### config.mk
export PLATFORM = sky130hd
export DESIGN_NAME = pclkt_ctrl
export DESIGN_NICKNAME = d
export VERILOG_FILES = /design/src/rtl/core/pclkt_pkg.sv /design/src/rtl/core/pclkt_ctrl.sv
export SDC_FILE = /design/constraint.sdc
export NUM_CORES = 1
export LEC_CHECK = 0
export BUFFER_PORTS_ARGS = -buffer_cell sky130_fd_sc_hd__buf_2
export CAP_MARGIN = 25
export CORE_AREA = 5 5 42 44
export CTS_CLUSTER_SIZE = 16
export DETAILED_ROUTE_END_ITERATION = 8
export DIE_AREA = 0 0 47 49
export GPL_ROUTABILITY_DRIVEN = 1
export GPL_TIMING_DRIVEN = 0
export PLACE_DENSITY = 0.36
export SETUP_SLACK_MARGIN = 0.1
export SYNTH_ARGS = -nofsm -noshare
export SYNTH_HDL_FRONTEND = slang
export SYNTH_SLANG_ARGS = --single-unit
### constraint.sdc
create_clock -name clock -period 1.4 [get_ports clock]
set_input_delay 0.21 -clock clock [delete_from_list [all_inputs] [get_ports clock]]
set_output_delay 0.21 -clock clock [all_outputs]
set_load 0.01 [all_outputs]
### src/rtl/core/pclkt_pkg.sv
// ----------------------------------------------------------------------------
// pclkt_pkg
// Shared widths, codes and control types of the per-channel LFU key table.
// ----------------------------------------------------------------------------
package pclkt_pkg;

   localparam int KEY_W        = 64;
   localparam int HITS_W       = 32;
   localparam int STAMP_W      = 48;
   localparam int SUM_W        = 35;
   localparam int CHAN_W       = 4;
   localparam int STATUS_W     = 3;
   localparam int SLOT_OUT_W   = 3;
   localparam int UNIQUE_W     = 4;
   localparam int CAP_REG_W    = 4;
   localparam int CCOUNT_REG_W = 5;

   localparam int REQ_TDATA_W  = 120;
   localparam int RSP_TDATA_W  = 80;

   localparam int CSR_INDEX_W  = 1;
   localparam int CSR_DATA_W   = 5;

   localparam logic [CSR_INDEX_W-1:0] CSR_RECORD_CAP    = 1'b0;
   localparam logic [CSR_INDEX_W-1:0] CSR_CHANNEL_COUNT = 1'b1;

   localparam logic [CAP_REG_W-1:0]    CAP_RESET    = 4'd8;
   localparam logic [CCOUNT_REG_W-1:0] CCOUNT_RESET = 5'd16;

   localparam logic [HITS_W-1:0] HITS_MAX = '1;

   localparam logic [STATUS_W-1:0] ST_IGNORED  = 3'd0;
   localparam logic [STATUS_W-1:0] ST_HIT      = 3'd1;
   localparam logic [STATUS_W-1:0] ST_INSERTED = 3'd2;
   localparam logic [STATUS_W-1:0] ST_REPLACED = 3'd3;
   localparam logic [STATUS_W-1:0] ST_DROPPED  = 3'd4;
   localparam logic [STATUS_W-1:0] ST_CLEARED  = 3'd5;

   typedef struct packed {
      logic [KEY_W-1:0]   key;
      logic [HITS_W-1:0]  hits;
      logic [STAMP_W-1:0] stamp;
   } record_type;

   typedef struct packed {
      logic load;
      logic scan_init;
      logic scan_step;
      logic finish;
   } pclkt_cmd_type;

   typedef struct packed {
      logic skip_scan;
      logic scan_last;
      logic out_busy;
   } pclkt_stat_type;

endpackage

### src/rtl/core/pclkt_ctrl.sv
// ----------------------------------------------------------------------------
// pclkt_ctrl
// Sequencer: accept, fetch occupancy, scan the channel row unless the scan is skipped, commit and respond.
// ----------------------------------------------------------------------------
module pclkt_ctrl (
   input  logic                     clock,
   input  logic                     reset,
   input  logic                     req_tvalid,
   output logic                     req_tready,
   input  pclkt_pkg::pclkt_stat_type stat,
   output pclkt_pkg::pclkt_cmd_type  cmd
);
   import pclkt_pkg::*;

   localparam logic [1:0] S_IDLE = 2'd0;
   localparam logic [1:0] S_USED = 2'd1;
   localparam logic [1:0] S_SCAN = 2'd2;
   localparam logic [1:0] S_DONE = 2'd3;

   logic [1:0] state_ff;
   logic [1:0] state_in;

   always_comb begin
      state_in      = state_ff;
      cmd           = '0;
      req_tready    = 1'b0;
      case (state_ff)
         S_IDLE: begin
            req_tready = 1'b1;
            if (req_tvalid) begin
               cmd.load = 1'b1;
               state_in = S_USED;
            end
         end
         S_USED: begin
            cmd.scan_init = 1'b1;
            state_in      = stat.skip_scan ? S_DONE : S_SCAN;
         end
         S_SCAN: begin
            cmd.scan_step = 1'b1;
            if (stat.scan_last) begin
               state_in = S_DONE;
            end
         end
         S_DONE: begin
            if (!stat.out_busy) begin
               cmd.finish = 1'b1;
               state_in   = S_IDLE;
            end
         end
         default: begin
            state_in = S_IDLE;
         end
      endcase
   end

   always_ff @(posedge clock) begin
      if (reset) begin
         state_ff <= S_IDLE;
      end else begin
         state_ff <= state_in;
      end
   end

   a_accept_fetches: assert property (@(posedge clock) disable iff (reset)
      (req_tvalid && req_tready) |=> (state_ff == S_USED))
      else $error("accepted transfer did not start occupancy fetch");

   a_scan_ends: assert property (@(posedge clock) disable iff (reset)
      (state_ff == S_SCAN && stat.scan_last) |=> (state_ff == S_DONE))
      else $error("scan did not end on last slot");

   a_commit_once: assert property (@(posedge clock) disable iff (reset)
      cmd.finish |=> (state_ff == S_IDLE && !cmd.finish))
      else $error("commit not followed by idle");

endmodule

Word-level counts from Yosys, hierarchy flattened
Index checks and enable logic that the tools add are counted.
{ "op_classes": {"eq_ne": 6, "n_mux": 12, "n_reduce_logical": 2} }
{ "ops": {"columns": ["op", "n"], "rows": [
  ["$mux W1", 8],
  ["$pmux W2 S4", 1],
  ["$mux W2", 3],
  ["$ne A2 B2 Y1 const B", 3],
  ["$eq A2 B2 Y1 const B", 2],
  ["$reduce_and A3 Y1", 1],
  ["$eq A2 B1 Y1 const B", 1],
  ["$logic_not A2 Y1", 1]
]} }
{ "totals": {"reg_bits": 2} }

Logic depth before layout (Yosys ltp)
{ "depth": {"word_depth": 3, "ltp_mapped": 5} }

Least setup slack after synthesis
Ideal clock, no wire load.
{ "synth_timing": {"kind": "reg2reg", "start": "register state_ff[0]", "end": "register state_ff[0]", "setup_ns": 0.116, "t_arrival_ns": 1.137, "setup_slack_ns": 0.146, "path_stages_with_launch": 6, "cell_sequence": "dfxtp_1 inv_1 ha_1 inv_1 o221a_4 o211a_1"} }
{ "synth_via": {"elab_chain_len": 3, "word_cells_on_any_way": 9} }
{ "synth_rtl": {"columns": ["item", "line", "text"], "rows": [
  ["start, declared", "pclkt_ctrl.sv:20", "logic [1:0] state_ff;"],
  ["start signal, assigned", "pclkt_ctrl.sv:61", "state_ff <= state_in;"],
  ["$eq A2 B2 Y1 / $logic_not A2 Y1 (equally long branches)", "pclkt_ctrl.sv:27", "case (state_ff)"],
  ["$ne A2 B2 Y1 (no source line)", null, null],
  ["$reduce_and A3 Y1 (no source line)", null, null]
]} }
Parallel ways exist; a longest one is shown, timed or not.
A chain may end at the register's enable or synchronous reset.

==> flow_summary_export.csv <==
group,metric,value,unit
status,status,"finished clean",
run,maxCapViolations,0,
drt,routed_via_density,3.94,
cts,clkTransAtPathRegs,0.03,ns
synth,synth_area_per_cell,9.21,µm²
synth,syn_nets,32,
cells_and_area,finalInstanceArea,363,µm²
min_path,hold_end,"state_ff[0]$_SDFFE_PP0P_",
sta,slew-limit-headroom,0.880,
setup_path,r2r_end,"state_ff[0]$_SDFFE_PP0P_",
drt,drc,0,
sta,tightest_slew,0.180,ns
cells_and_area,synthToLayoutAreaGrowth,79.0,%
cells_and_area,nets,50,
cts,insertion_delay,0.22,ns
sta,finalSetupViolCount,0,
synth,synth_top_area_share,0.247,
cells_and_area,antennaDiodeCount,0,
global_routing,overflow,0,
cts,cts_max_level,1,
setup_path,r2r_cells,6,
synth,yosys-top-cells-count,"ha_1, inv_1, dfxtp_1, nand2_1, nand2b_1",
setup_path,crit_path_start_kind,"flop",
setup_path,r2r_start,"state_ff[0]$_SDFFE_PP0P_",
synth,yosysTopAreaCell,"ha_1",
min_path,hold_path_depth,3,
cts,cts_buffers,3,
synth,yosysUniqueCellTypes,13,
synth,yosysWarnings,0,
floorplan,initial_core_util,0.145,
synth,ys_seq_elements,2,
floorplan,io_pins,11,
synth,synthArstFlopShare,0,
sta,hold_viol,0,
setup_path,cp_max_fo,3,
placed_design,io_buffers,10,
sta,finalHoldWorstSlack,0.255,ns
setup_path,end_kind,"output pin",
placed_design,dp.final_hpwl,415,µm
cts,cts_tree,"done",
synth,seq_area_frac_synth,0.198,
floorplan,die_width,47,µm
cells_and_area,multi_input_area,174,µm²
sta,worst_slack,0.148,ns
sta,tns,0,ns
setup_path,crit_required,1.19,ns
cells_and_area,nFillCells,162,
global_routing,grt_pass1_vias,214,
cells_and_area,regArea,47.5,µm²
cts,cts_max_path_buffers,2,
cells_and_area,reg.largest.list,"state_ff (2)",
setup_path,r2r_slack,0.16,ns
setup_path,worstPathArrival,1.04,ns
synth,synth_flop_cell,"dfxtp_1",
drt,wirelength,571,µm
power_and_ir_drop,vdd_ir_drop_max,0.000858,V
power_and_ir_drop,p_per_area,2160,nW/µm²
min_path,min_from,"reset",
drt,vias,213,
cts,cts_root_buf,"clkbuf_4",
cells_and_area,largest_register_ffs,2,
setup_path,path_class,"reg2out",
drt,drt_iter0_markers,3,
min_path,hp-class,"in2reg",
synth,synth_edf_count,0,
global_routing,grt_pass1_wl,924,µm
sta,period_share,0.894,
sta,grt_setup_unrepaired,"no",
sta,drv_slew,0,
global_routing,grtUsageTotal,0.0612,
cells_and_area,largest-register,"state_ff",
floorplan,coreArea,1400,µm²
drt,ant_nets,0,
placed_design,dpl_worst_slack,0.111,ns
sta,fin_crit,1.25,ns
cells_and_area,final_util,0.259,
sta,fin_skew,0.00508,ns
cts,cts.sinks,2,
placed_design,dpl_cell_area,273,µm²
synth,synthesis.area,203,µm²
power_and_ir_drop,p_leak,0.180,nW
drt,drt-wirelength-per-cell,10.6,µm
cells_and_area,drive_gt1_frac,0.658,
synth,netlist_top_cells_area,"ha_1, dfxtp_1, o221a_4, inv_1, nand2b_1",
floorplan,die_area,2300,µm²
sta,max_freq,799,MHz
placed_design,gp_congestion,0.754,
synth,syn_inst,22,
global_routing,antenna_found_initial,0,
drt,first_pass_iters,2,
floorplan,rows,14,
floorplan,die-height,49,µm
global_routing,grt_max_degree,5,
==> cells in the final DEF, fill, tap and decap left out, drive strengths merged, types with 2 or more instances in the layout <==
cell,synthesis,layout
buf,0,13
clkbuf,0,3
dfxtp,2,2
ha,4,4
inv,4,4
nand2,2,2
nand2b,2,2
==> report_power, final <==
| group | internal (mW) | switching [mW] |
|---|---|---|
| registers | 0.102 | 0.0428 |
| logic | 0.283 | 0.230 |
| clock network | 0.0943 | 0.0302 |
==> metrics by stage <==
stage               instances  total power, mW
floorplan                  22            0.366
global placement           48            0.471
detailed placement         48            0.468
CTS                        53            0.686
global route               54            0.865
finish                     54            0.783
==> final cells by class <==
type,instances,share of cell area
sequential,2,0.131
multi-input combinational,16,0.479
tap,16,0.0552
inverter,4,0.0552
timing repair buffer,13,0.217
clock buffer,3,0.0621
==> how the worst max path moves through the flow <==
stage,start,end,slack [ns],depth (start not counted)
5_1_grt,state_ff[0]$_SDFFE_PP0P_,cmd[2],0.10,3
6_report,state_ff[0]$_SDFFE_PP0P_,cmd[2],0.15,3
4_1_cts,state_ff[1]$_SDFFE_PP0P_,cmd[3],0.10,4
2_1_floorplan,state_ff[0]$_SDFFE_PP0P_,state_ff[0]$_SDFFE_PP0P_,0.15,5
3_5_place_dp,state_ff[0]$_SDFFE_PP0P_,state_ff[0]$_SDFFE_PP0P_,0.11,5
3_3_place_gp,state_ff[0]$_SDFFE_PP0P_,state_ff[0]$_SDFFE_PP0P_,0.1,5
==> critical path, stage by stage, from the launching register on <==
cell and delay, ns:
dfxtp_4 0.35, buf_4 0.14, ha_1 0.20, buf_2 0.14
==> what timing repair did <==
action,CTS,global route
resized for setup,7,7
hold endpoints to repair,0,0
cloned,0,0
buffers inserted,2,1
setup endpoints to repair,2,2
hold buffers,0,0
pin swaps,0,1
==> cells by family after synthesis <==
kind of cell               Yosys count  share of synthesized area
DFF                                  2                      0.198
muxes                                1                     0.0494
buffers and inverters                4                     0.0741
and+or+nand+nor                      7                      0.210
adders and majority gates            4                      0.247
AOI/OAI and AO/OA                    4                      0.222
==> metal layers <==
layer | track usage | share of wire | wire length (µm) | up-vias
met5 | 0 | 0 | 0 | -
met4 | 0.0276 | 0 | 0 | 0
met3 | 0.0701 | 0.16 | 90 | 0
met2 | 0.0701 | 0.44 | 250 | 13
met1 | 0.0678 | 0.40 | 231 | 94
li1 | - | - | - | 106
Power figures use the tool's default switching activity.
